===== src/rtl/jsu_pkg.sv =====
package jsu_pkg;

    localparam int Q_DEPTH = 4;
    localparam int Q_AW    = $clog2(Q_DEPTH);

    localparam logic [1:0] KIND_BYTE   = 2'd0;
    localparam logic [1:0] KIND_CP     = 2'd1;
    localparam logic [1:0] KIND_STATUS = 2'd2;

    localparam logic [3:0] ERR_NONE         = 4'd0;
    localparam logic [3:0] ERR_NO_OPEN      = 4'd1;
    localparam logic [3:0] ERR_CONTROL      = 4'd2;
    localparam logic [3:0] ERR_END_ESC      = 4'd3;
    localparam logic [3:0] ERR_BAD_ESC      = 4'd4;
    localparam logic [3:0] ERR_HEX_SHORT    = 4'd5;
    localparam logic [3:0] ERR_BAD_HEX      = 4'd6;
    localparam logic [3:0] ERR_LONE_LOW     = 4'd7;
    localparam logic [3:0] ERR_LONE_HIGH    = 4'd8;
    localparam logic [3:0] ERR_BAD_PAIR     = 4'd9;
    localparam logic [3:0] ERR_UNTERMINATED = 4'd10;

    typedef struct packed {
        logic [7:0] in_byte;
        logic       text_end;
    } t_in_item;

    typedef struct packed {
        logic [7:0] out_byte;
        logic       byte_valid;
        logic       last_of_run;
        logic       string_done;
        logic [3:0] error_code;
    } t_out_item;

    typedef struct packed {
        logic [1:0]  kind;
        logic [20:0] data;
        logic        done;
        logic [3:0]  err;
    } t_cmd;

endpackage


===== src/rtl/jsu_front.sv =====
module jsu_front (
    input  logic              i_clk,
    input  logic              i_rst_n,
    input  logic              i_valid,
    input  jsu_pkg::t_in_item i_item,
    input  logic              i_full,
    output logic              o_push,
    output jsu_pkg::t_cmd     o_cmd
);

    localparam logic [2:0] PH_IDLE    = 3'd0;
    localparam logic [2:0] PH_BODY    = 3'd1;
    localparam logic [2:0] PH_ESC     = 3'd2;
    localparam logic [2:0] PH_HEX     = 3'd3;
    localparam logic [2:0] PH_WANT_BS = 3'd4;
    localparam logic [2:0] PH_WANT_U  = 3'd5;

    logic [2:0]  r_phase, n_phase;
    logic [15:0] r_acc, n_acc;
    logic [1:0]  r_cnt, n_cnt;
    logic [9:0]  r_hs, n_hs;
    logic        r_low, n_low;

    logic        accept;
    logic [7:0]  c;
    logic        fin;
    logic        hex_ok;
    logic [3:0]  hex_d;
    logic [15:0] acc_next;
    logic        do_status;
    logic        st_done;
    logic [3:0]  st_err;
    logic        do_emit;
    logic [1:0]  em_kind;
    logic [20:0] em_data;

    assign accept   = i_valid && !i_full;
    assign c        = i_item.in_byte;
    assign fin      = i_item.text_end;
    assign acc_next = {r_acc[11:0], hex_d};

    always_comb begin
        hex_ok = 1'b1;
        hex_d  = 4'd0;
        if (c >= 8'h30 && c <= 8'h39) begin
            hex_d = c[3:0];
        end else if ((c >= 8'h61 && c <= 8'h66) || (c >= 8'h41 && c <= 8'h46)) begin
            hex_d = c[3:0] + 4'd9;
        end else begin
            hex_ok = 1'b0;
        end
    end

    always_comb begin
        n_phase   = r_phase;
        n_acc     = r_acc;
        n_cnt     = r_cnt;
        n_hs      = r_hs;
        n_low     = r_low;
        do_status = 1'b0;
        st_done   = 1'b0;
        st_err    = jsu_pkg::ERR_NONE;
        do_emit   = 1'b0;
        em_kind   = jsu_pkg::KIND_BYTE;
        em_data   = '0;
        if (accept) begin
            unique case (r_phase)
                PH_BODY: begin
                    if (fin) begin
                        do_status = 1'b1;
                        st_err    = jsu_pkg::ERR_UNTERMINATED;
                    end else if (c == 8'h22) begin
                        do_status = 1'b1;
                        st_done   = 1'b1;
                    end else if (c[7:5] == 3'b000) begin
                        do_status = 1'b1;
                        st_err    = jsu_pkg::ERR_CONTROL;
                    end else if (c == 8'h5C) begin
                        n_phase = PH_ESC;
                    end else begin
                        do_emit = 1'b1;
                        em_data = {13'd0, c};
                    end
                end
                PH_ESC: begin
                    if (fin) begin
                        do_status = 1'b1;
                        st_err    = jsu_pkg::ERR_END_ESC;
                    end else begin
                        n_phase = PH_BODY;
                        do_emit = 1'b1;
                        case (c)
                            8'h22, 8'h5C, 8'h2F: em_data = {13'd0, c};
                            8'h62: em_data = 21'h08;
                            8'h66: em_data = 21'h0C;
                            8'h6E: em_data = 21'h0A;
                            8'h72: em_data = 21'h0D;
                            8'h74: em_data = 21'h09;
                            8'h75: begin
                                do_emit = 1'b0;
                                n_phase = PH_HEX;
                                n_acc   = '0;
                                n_cnt   = '0;
                                n_low   = 1'b0;
                            end
                            default: begin
                                do_emit   = 1'b0;
                                do_status = 1'b1;
                                st_err    = jsu_pkg::ERR_BAD_ESC;
                            end
                        endcase
                    end
                end
                PH_HEX: begin
                    if (fin) begin
                        do_status = 1'b1;
                        st_err    = jsu_pkg::ERR_HEX_SHORT;
                    end else if (!hex_ok) begin
                        do_status = 1'b1;
                        st_err    = jsu_pkg::ERR_BAD_HEX;
                    end else begin
                        n_acc = acc_next;
                        if (r_cnt != 2'd3) begin
                            n_cnt = r_cnt + 2'd1;
                        end else begin
                            n_cnt = '0;
                            if (!r_low) begin
                                if (acc_next < 16'hD800 || acc_next > 16'hDFFF) begin
                                    do_emit = 1'b1;
                                    em_kind = jsu_pkg::KIND_CP;
                                    em_data = {5'd0, acc_next};
                                    n_phase = PH_BODY;
                                end else if (acc_next > 16'hDBFF) begin
                                    do_status = 1'b1;
                                    st_err    = jsu_pkg::ERR_LONE_LOW;
                                end else begin
                                    n_hs    = acc_next[9:0];
                                    n_phase = PH_WANT_BS;
                                end
                            end else begin
                                if (acc_next < 16'hDC00 || acc_next > 16'hDFFF) begin
                                    do_status = 1'b1;
                                    st_err    = jsu_pkg::ERR_BAD_PAIR;
                                end else begin
                                    n_low   = 1'b0;
                                    do_emit = 1'b1;
                                    em_kind = jsu_pkg::KIND_CP;
                                    em_data = 21'h10000 + {1'b0, r_hs, acc_next[9:0]};
                                    n_phase = PH_BODY;
                                end
                            end
                        end
                    end
                end
                PH_WANT_BS: begin
                    if (fin || c != 8'h5C) begin
                        do_status = 1'b1;
                        st_err    = jsu_pkg::ERR_LONE_HIGH;
                    end else begin
                        n_phase = PH_WANT_U;
                    end
                end
                PH_WANT_U: begin
                    if (fin || c != 8'h75) begin
                        do_status = 1'b1;
                        st_err    = jsu_pkg::ERR_LONE_HIGH;
                    end else begin
                        n_phase = PH_HEX;
                        n_acc   = '0;
                        n_cnt   = '0;
                        n_low   = 1'b1;
                    end
                end
                default: begin
                    n_phase = PH_IDLE;
                    n_acc   = '0;
                    n_cnt   = '0;
                    n_hs    = '0;
                    n_low   = 1'b0;
                    if (!fin) begin
                        if (c == 8'h22) begin
                            n_phase = PH_BODY;
                        end else begin
                            do_status = 1'b1;
                            st_err    = jsu_pkg::ERR_NO_OPEN;
                        end
                    end
                end
            endcase
            if (do_status) begin
                n_phase = PH_IDLE;
                n_acc   = '0;
                n_cnt   = '0;
                n_hs    = '0;
                n_low   = 1'b0;
            end
        end
    end

    assign o_push     = do_status || do_emit;
    assign o_cmd.kind = do_status ? jsu_pkg::KIND_STATUS : em_kind;
    assign o_cmd.data = do_status ? 21'd0 : em_data;
    assign o_cmd.done = st_done;
    assign o_cmd.err  = st_err;

    always_ff @(posedge i_clk) begin
        if (!i_rst_n) begin
            r_phase <= PH_IDLE;
            r_acc   <= '0;
            r_cnt   <= '0;
            r_hs    <= '0;
            r_low   <= 1'b0;
        end else begin
            r_phase <= n_phase;
            r_acc   <= n_acc;
            r_cnt   <= n_cnt;
            r_hs    <= n_hs;
            r_low   <= n_low;
        end
    end

endmodule


===== src/rtl/jsu_queue.sv =====
module jsu_queue (
    input  logic          i_clk,
    input  logic          i_rst_n,
    input  logic          i_push,
    input  jsu_pkg::t_cmd i_cmd,
    output logic          o_full,
    input  logic          i_pop,
    output logic          o_valid,
    output jsu_pkg::t_cmd o_cmd
);

    jsu_pkg::t_cmd           r_mem [jsu_pkg::Q_DEPTH];
    logic [jsu_pkg::Q_AW-1:0] r_wr, r_rd;
    logic [jsu_pkg::Q_AW:0]   r_count;
    logic                     do_push, do_pop;

    assign o_full  = (r_count == (jsu_pkg::Q_AW+1)'(jsu_pkg::Q_DEPTH));
    assign o_valid = (r_count != '0);
    assign o_cmd   = r_mem[r_rd];
    assign do_push = i_push && !o_full;
    assign do_pop  = i_pop && o_valid;

    always_ff @(posedge i_clk) begin
        if (do_push) begin
            r_mem[r_wr] <= i_cmd;
        end
    end

    always_ff @(posedge i_clk) begin
        if (!i_rst_n) begin
            r_wr    <= '0;
            r_rd    <= '0;
            r_count <= '0;
        end else begin
            if (do_push) begin
                r_wr <= r_wr + jsu_pkg::Q_AW'(1);
            end
            if (do_pop) begin
                r_rd <= r_rd + jsu_pkg::Q_AW'(1);
            end
            if (do_push && !do_pop) begin
                r_count <= r_count + (jsu_pkg::Q_AW+1)'(1);
            end else if (do_pop && !do_push) begin
                r_count <= r_count - (jsu_pkg::Q_AW+1)'(1);
            end
        end
    end

endmodule


===== src/rtl/jsu_back.sv =====
module jsu_back (
    input  logic               i_clk,
    input  logic               i_rst_n,
    input  logic               i_q_valid,
    input  jsu_pkg::t_cmd      i_q_cmd,
    output logic               o_q_pop,
    output logic               o_valid,
    input  logic               i_stall,
    output jsu_pkg::t_out_item o_item
);

    logic             r_have;
    logic [3:0][7:0]  r_bytes;
    logic [1:0]       r_n, r_idx;
    logic             r_stat, r_done;
    logic [3:0]       r_err;

    logic [3:0][7:0]  enc_bytes;
    logic [1:0]       enc_n;
    logic [20:0]      cp;
    logic             last, take, load;

    assign cp = i_q_cmd.data;

    always_comb begin
        enc_bytes = '0;
        enc_n     = 2'd0;
        case (i_q_cmd.kind)
            jsu_pkg::KIND_BYTE: begin
                enc_bytes[0] = cp[7:0];
            end
            jsu_pkg::KIND_CP: begin
                if (cp <= 21'h7F) begin
                    enc_bytes[0] = cp[7:0];
                end else if (cp <= 21'h7FF) begin
                    enc_bytes[0] = {3'b110, cp[10:6]};
                    enc_bytes[1] = {2'b10, cp[5:0]};
                    enc_n        = 2'd1;
                end else if (cp <= 21'hFFFF) begin
                    enc_bytes[0] = {4'b1110, cp[15:12]};
                    enc_bytes[1] = {2'b10, cp[11:6]};
                    enc_bytes[2] = {2'b10, cp[5:0]};
                    enc_n        = 2'd2;
                end else begin
                    enc_bytes[0] = {5'b11110, cp[20:18]};
                    enc_bytes[1] = {2'b10, cp[17:12]};
                    enc_bytes[2] = {2'b10, cp[11:6]};
                    enc_bytes[3] = {2'b10, cp[5:0]};
                    enc_n        = 2'd3;
                end
            end
            default: begin
                enc_bytes = '0;
            end
        endcase
    end

    assign last    = (r_idx == r_n);
    assign take    = r_have && !i_stall;
    assign load    = i_q_valid && (!r_have || (take && last));
    assign o_q_pop = load;

    assign o_valid            = r_have;
    assign o_item.out_byte    = r_stat ? 8'd0 : r_bytes[r_idx];
    assign o_item.byte_valid  = !r_stat;
    assign o_item.last_of_run = last;
    assign o_item.string_done = r_done;
    assign o_item.error_code  = r_err;

    always_ff @(posedge i_clk) begin
        if (load) begin
            r_bytes <= enc_bytes;
            r_n     <= enc_n;
            r_stat  <= (i_q_cmd.kind == jsu_pkg::KIND_STATUS);
            r_done  <= i_q_cmd.done;
            r_err   <= i_q_cmd.err;
        end
    end

    always_ff @(posedge i_clk) begin
        if (!i_rst_n) begin
            r_have <= 1'b0;
            r_idx  <= '0;
        end else if (load) begin
            r_have <= 1'b1;
            r_idx  <= '0;
        end else if (take) begin
            if (last) begin
                r_have <= 1'b0;
            end
            r_idx <= r_idx + 2'd1;
        end
    end

endmodule


===== src/rtl/json_string_unescape_utf8_top.sv =====
// The first result of an accepted item is written into the queue and then loaded into
// the output register; a busy output stage holds it in the queue.
// Throughput: one input item per cycle while the queue is not full; each result takes
// one output cycle unless stalled; UTF-8 bytes go out in turn via a four-entry queue.
// Reset: synchronous, active low; returns to waiting for an opening quote and empties
// the queue and the output stage.
module json_string_unescape_utf8_top (
    input  logic               i_clk,
    input  logic               i_rst_n,
    input  logic               i_in_valid,
    output logic               o_in_stall,
    input  jsu_pkg::t_in_item  i_in_item,
    output logic               o_out_valid,
    input  logic               i_out_stall,
    output jsu_pkg::t_out_item o_out_item
);

    logic          push, full, pop, q_valid;
    jsu_pkg::t_cmd f_cmd, q_cmd;

    assign o_in_stall = full;

    jsu_front u_front (
        .i_clk   (i_clk),
        .i_rst_n (i_rst_n),
        .i_valid (i_in_valid),
        .i_item  (i_in_item),
        .i_full  (full),
        .o_push  (push),
        .o_cmd   (f_cmd)
    );

    jsu_queue u_queue (
        .i_clk   (i_clk),
        .i_rst_n (i_rst_n),
        .i_push  (push),
        .i_cmd   (f_cmd),
        .o_full  (full),
        .i_pop   (pop),
        .o_valid (q_valid),
        .o_cmd   (q_cmd)
    );

    jsu_back u_back (
        .i_clk     (i_clk),
        .i_rst_n   (i_rst_n),
        .i_q_valid (q_valid),
        .i_q_cmd   (q_cmd),
        .o_q_pop   (pop),
        .o_valid   (o_out_valid),
        .i_stall   (i_out_stall),
        .o_item    (o_out_item)
    );

endmodule


===== config.mk =====
export PLATFORM = sky130hd
export DESIGN_NAME = json_string_unescape_utf8_top
export DESIGN_NICKNAME = d
export VERILOG_FILES = /design/src/rtl/jsu_pkg.sv /design/src/rtl/jsu_front.sv /design/src/rtl/jsu_queue.sv /design/src/rtl/jsu_back.sv /design/src/rtl/json_string_unescape_utf8_top.sv
export SDC_FILE = /design/constraint.sdc
export NUM_CORES = 1
export LEC_CHECK = 0
export ABC_AREA = 1
export CORE_ASPECT_RATIO = 1.2
export CORE_MARGIN = 1.5
export CORE_UTILIZATION = 60
export CTS_BUF_LIST = sky130_fd_sc_hd__clkbuf_2
export DETAILED_ROUTE_END_ITERATION = 10
export DONT_BUFFER_PORTS = 1
export GPL_TIMING_DRIVEN = 0
export PLACE_DENSITY = 0.79
export SLEW_MARGIN = 20
export SYNTH_ARGS = -nofsm -noshare
export SYNTH_HDL_FRONTEND = slang
export SYNTH_SLANG_ARGS = --single-unit

===== constraint.sdc =====
create_clock -name i_clk -period 3.7 [get_ports i_clk]
set_clock_uncertainty 0.05 [all_clocks]
set_input_delay 0.74 -clock i_clk [delete_from_list [all_inputs] [get_ports i_clk]]
set_output_delay 0.74 -clock i_clk [all_outputs]
set_load 0.05 [all_outputs]

After elaboration in Yosys (flattened, before gate mapping). Memory sizes are Yosys's and may differ from the RTL's. A register that Yosys moved wholly into a read port is not among the register bits. Cells that the tools add are included.

Memories: 1. Output and inout bits: 17. Bits in writable memories: 112. Flip-flop bits (word level): 78. Logic and storage cells: 282.

Add/sub/neg operators: 8. Reductions and logical operators: 44. Order comparisons: 14. Equal/unequal tests: 39. Bitwise logic cells: 2. Muxes and demuxes: 153.

Memories: u_queue.r_mem (words 4, bits a word 28, read ports 1, clocked after memory_dff 1, write ports 1, RTL line jsu_queue.sv:12) `jsu_pkg::t_cmd r_mem [jsu_pkg::Q_DEPTH];`.

Operator list (number): $mux 21 (11); $mux 12 (6); $mux 10 (7); $pmux 21 s3 (1); $mux 3 (20); $mux 4 (15); $eq 8x7->1 const B (7); $mux 1 (56); $pmux 12 s4 (1); $pmux 8 s6 (1); $mux 8 (5); $mux 2 (18); $gt 16x16->1 const B (2); $lt 16x16->1 const B (2); $mux 16 (2); $ne 3x3->1 const B (8); $mux 22 (1); $add 17x20->21 const A (1); $le 21x11->1 const B (1); $le 21x16->1 const B (1); $le 21x7->1 const B (1); $pmux 10 s2 (1); $pmux 4 s5 (1); $bmux 8 s2 (1); 46 further kinds (90).

Logic depth before layout (Yosys ltp).
Word-level depth: 21. Mapped depth: 23.

Hierarchy. From an unflattened synthesis, not the netlist that was laid out.

Cells, all modules: 1031. Area, all modules: 9392.8 um^2.

By module, submodules not included: jsu_queue (seq. area each 3543.4 um^2, times used 1, area an instance 4636.9 um^2, cells an instance 340); jsu_front (seq. area each 560.5 um^2, times used 1, area an instance 2514.9 um^2, cells an instance 429); jsu_back (seq. area each 1141.1 um^2, times used 1, area an instance 2240.9 um^2, cells an instance 262).

Least setup slack after synthesis. OpenSTA, ideal clock, no wires.

Path type: input port to flip-flop. From: in i_in_item[1] in the netlist's numbering. To: mem u_queue.r_mem[0][0] in the netlist's numbering, enable pin. Data required time: 3.237 ns. Setup slack: -0.090 ns. Stages on the path: 14. Arrival time: 3.327 ns. Cell sequence: inv_1 > ha_1 > nand2_1 > nor2_1 > nand2_1 > nand2_1 > nor2_2 > nor3_1 > nor2_1 > nand3_2 > nand2_1 > nand2_2 > inv_2 > nor2_1.

Cells in the longest elaborated chain, start to end: 19. Elaborated cells between the ends (all ways): 72. Classes of those cells: add/sub (1); order compare (10); eq/ne (11); mux (38); reduce/logical (12).

Ends and longest elaborated chain: from (decl) (RTL line json_string_unescape_utf8_top.sv:12) `input jsu_pkg::t_in_item i_in_item,`; $ge 8x7->1 or $le 8x7->1 (tied branches) (RTL line jsu_front.sv:47) `end else if ((c >= 8'h61 && c <= 8'h66) || (c >= 8'h41 && c <= 8'h46)) begin`; $logic_and 1x1->1 (RTL line jsu_front.sv:47); $logic_or 1x1->1 (RTL line jsu_front.sv:47); $mux 4 (RTL line jsu_front.sv:47); $mux 4 (RTL line jsu_front.sv:45) `if (c >= 8'h30 && c <= 8'h39) begin`; $gt 16x16->1, or another cell as far along (RTL line jsu_front.sv:133) `end else if (acc_next > 16'hDBFF) begin`; $mux 1, or another cell as far along (RTL line jsu_front.sv:133); $mux 1 (on tied branches) (RTL line jsu_front.sv:128, jsu_front.sv:141); [... 3 more ...]; $mux 1 (RTL line jsu_front.sv:115) `if (fin) begin`; $pmux 1 s5 (RTL line jsu_front.sv:67) `unique case (r_phase)`; $mux 1 (2 in series) (RTL line jsu_front.sv:66) `if (accept) begin`; $logic_or 1x1->1 (*) (RTL line jsu_front.sv:200) `assign o_push = do_status || do_emit;`; $logic_and 1x1->1 (*) (RTL line jsu_queue.sv:20) `assign do_push = i_push && !o_full;`; via u_queue.do_push (RTL line jsu_queue.sv:15) `logic do_push, do_pop;`; $mux 1 (*) (RTL line jsu_queue.sv:24) `if (do_push) begin`; $mux 1 (not written as such) (*) (RTL line jsu_queue.sv:25) `r_mem[r_wr] <= i_cmd;`; to (decl) (RTL line jsu_queue.sv:12).

Mark *: on every way through the listed nets, which the timed path passes. The rest lies on a longest branch. The select of a mux whose other input is x is not followed.

==> summary.md <==
| Metric | Value |
|---|---|
| Clock latency on the worst-skew pair | 740 ps |
| IO Pins | 30 |
| Net Sw Frac | ~44% |
| Post-synthesis xor/xnor area fraction | less than 1% |
| Power Total | ~0.008 W |
| Largest family of logic cells by synthesized area | simple AND/OR/NAND/NOR gates |
| Complex-gate fraction of the synthesized area | about an eighth |
| Fin util | 65.6% |
| Row cnt | 49 |
| CTS max path bufs | 2 |
| Static leakage | ~3.7 nW |
| Setup bufs post-CTS | 0 |
| CP endpoint kind | output pin |
| Detail Placement HPWL | around 15 mm |
| Synthesized area | just over 0.009 mm² |
| Final Hold Slack | between 150 and 200 ps |
| Fmax | 286 MHz |
| Post-Synthesis Cells | 974 |
| Warnings from Yosys | 0 |
| Post-Route WL | roughly 20 mm |
| Vert. Die Dim | between 100 and 150 µm |
| Initial DRC Count | a little over 500 |
| Post-synthesis register bit count | ~190 |
| Area contributors post-synth | edfxtp_1, dfxtp_1, nand2_1 |
| Initial antenna violation count | 1 |
| Internal Power | about 0.0045 W |
| Adder-cell share of the synthesized area | ~1.7% |
| Pwr Density | between 800 and 900 mW/mm² |
| Critical R2R Launch | u_queue.r_count[0] |
| Psw | approximately 0.0036 W |
| Register area share after synthesis | 57.8% |
| Routed len/inst | about 17 µm |
| CTS H-tree depth | 4 |
| Hold wc startpoint | i_out_stall |
| Worst setup SP type | flop |
| Vias in the first global route | 6,438 |
| Slew headroom | between 20% and 30% |
| Vias after detailed routing | a little under 7,000 |
| Total GRT Usage | between 20% and 30% |
| Die Wd | approximately 120 µm |
| Root buffer cell | clkbuf_2 |
| CP Data Arrival Time | about 2700 ps |
| Ys flop type | edfxtp_1 |
| Placed cell areas | roughly 0.0095 mm² |
| VDD IR max | 0.000388 V |
| DRC viols | 0 |
| IO Port Bufs | 0 |
| Hold_buf cts | 0 |
| Worst-margin pin slew | approximately 1100 ps |
| Clock tree sinks | 188 |
| Core area | 0.0149 mm² |
| Total global routing overflow | 0 |
| Synthesized Nets | 999 |
| Final slew viol count | 0 |
| Finished Cell Area | 0.00977 mm² |
| Layout area overhead | 7.64% |
| Final hold vios | 0 |
| CP startpoint | u_back.r_idx[1] |
| Largest net degree at the start of global routing | 39 |
| CP Data Required Time | 2910 ps |
| GPL Wtd Cong | roughly 0.94 |
| Mux share of post-synthesis cell area | 0% |
| Worst-path clk slew | about 250 ps |
| Synthesized area per cell | just over 9 µm² |
| Synth async-reset ratio | 0% |
| Leading area contributor after synthesis | edfxtp_1 |
| Crit-path max FO | 10 |
| Max_cap viols | 0 |
| Post-synth EDFFs | ~150 |
| Fin nets | ~1,000 |
| Period minus WS final | between 3000 and 4000 ps |
| CTS Buf Count | 17 |
| Drt pass-1 iters | 5 |
| Final setup violation count | 0 |
| Hold/Removal Path Class | in -> reg |
| First-pass GRT wire length | 31.5 mm |
| Detail Route Antenna Nets | 0 |
| Share of the synthesized area in the top cell type | about 49% |
| Initial Util | 60.9% |
| Vias per cell | 5.66 |
| Status | complete, no violations |
| Commonest non-fill, non-tap cell in the layout | nand2_1 |
| CTS tree | yes |
| Post-synthesis simple-gate area fraction | 20.3% |
| Comb pwr share | between 40% and 50% |
| Clk pwr share | about an eighth |
| Yosys cell types | 47 |
| Layout cell share with drive strength beyond 1 | approximately an eighth |
| Reg power frac | between 40% and 50% |
| Crit Path Category | reg -> out |
| Die area | between 0.015 and 0.02 mm² |
| Most frequent cells in the layout | nand2_1, nor2_1, edfxtp_1 |
| Period utilization | between 90% and 100% |
-- Yosys cell counts (2+ instances only) --
cell type	instances
a211oi_1	2
a21oi_1	68
a31oi_1	4
a32o_1	6
a32oi_1	10
buf_2	13
buf_4	6
buf_6	4
clkbuf_1	13
clkinv_1	2
dfxtp_1	40
edfxtp_1	148
ha_1	11
inv_1	83
inv_2	17
nand2_1	173
nand2_2	13
nand2_4	2
nand3_1	25
nand3_2	5
nand3_4	2
nand4_1	5
nor2_1	166
nor2_2	9
nor2_4	3
nor3_1	9
nor4_1	7
o211ai_1	2
o21ai_0	79
o21ai_1	7
o21ai_2	2
o22a_1	7
o22ai_1	11
o31ai_1	3
xor2_1	5
-- flip-flops by register name, indices dropped and copies added, names as in the netlist, 3 cells and up, named ones only --
name and cells:
u_front.r_acc 12, u_queue.r_count 3, u_back.r_bytes 28, u_front.r_phase 3
u_back.r_err 4, u_queue.r_mem 112, u_front.r_hs 10
-- power groups by stage --
stage               sequential (W)  combinational [W]  clock (W)
finish                     0.00345            0.00363    0.00106
global route               0.00350            0.00403    0.00115
CTS                        0.00344            0.00357    0.00107
detailed placement         0.00350            0.00353          0
global placement           0.00350            0.00337          0
floorplan                  0.00344            0.00266          0
-- logic make-up (layout without fill, tap and decap cells) --
kind of cell	after synthesis	after routing
other	0	1
AND/OR/NAND/NOR	424	424
flip-flops	188	188
AO/OA/AOI/OAI	205	205
XOR/XNOR	6	6
adder cells (fa/ha/maj)	12	12
buffers and inverters	139	175
-- repair_timing --
action                                  CTS  global route
endpoints found under the setup margin    6             5
pin swaps                                 0             0
resized for setup                         6             5
cloned                                    0             0
-- routing by layer --
metal  vias to the layer above  GRT usage, %  part of all wire, %
met3                        35          4.53                  5.3
met1                      3249          31.2                   40
met2                       224          47.7                   51
met4                         0          11.4                  3.1
li1                       3372             -                    -
met5                         -             0                    0
-- path summary, 6_finish.rpt --
kind,slack (ps),cells after the start,to
worst min-delay path,160,3,u_back.r_idx[0]
worst min register to register,440,2,flop
worst max-delay path,200,5,o_out_item[12]
worst max register to register,560,12,u_queue.r_count[1]
-- stage by stage --
stage / instances / setup slack (ps) / setup TNS [ps]
4_1_cts: 1214 / 93.3 / 0
6_report: 1215 / 201 / 0
3_3_place_gp: 1178 / -1290 / -142100
3_5_place_dp: 1182 / 91.0 / 0
2_1_floorplan: 974 / -90.3 / -10120
5_1_grt: 1215 / -8.08 / -8.08
-- critical path, cell delays in order, from the launching register on --
cell and delay (ps):
dfxtp_1 360, clkbuf_1 350, clkinv_1 420, nor2_1 190, o21ai_0 120, a21oi_2 530
-- layout make-up --
type / count / area, µm²
clock buffer: 18 / 90.1
clock inverter: 14 / 168
buffer: 37 / 208
tap: 204 / 255
multi-input combinational: 647 / 3330
sequential: 188 / 5250
fill: 1205 / 5130
antenna: 1 / 2.50
inverter: 102 / 383
timing repair buffer: 4 / 87.6
Power figures use the tool's default switching activity.
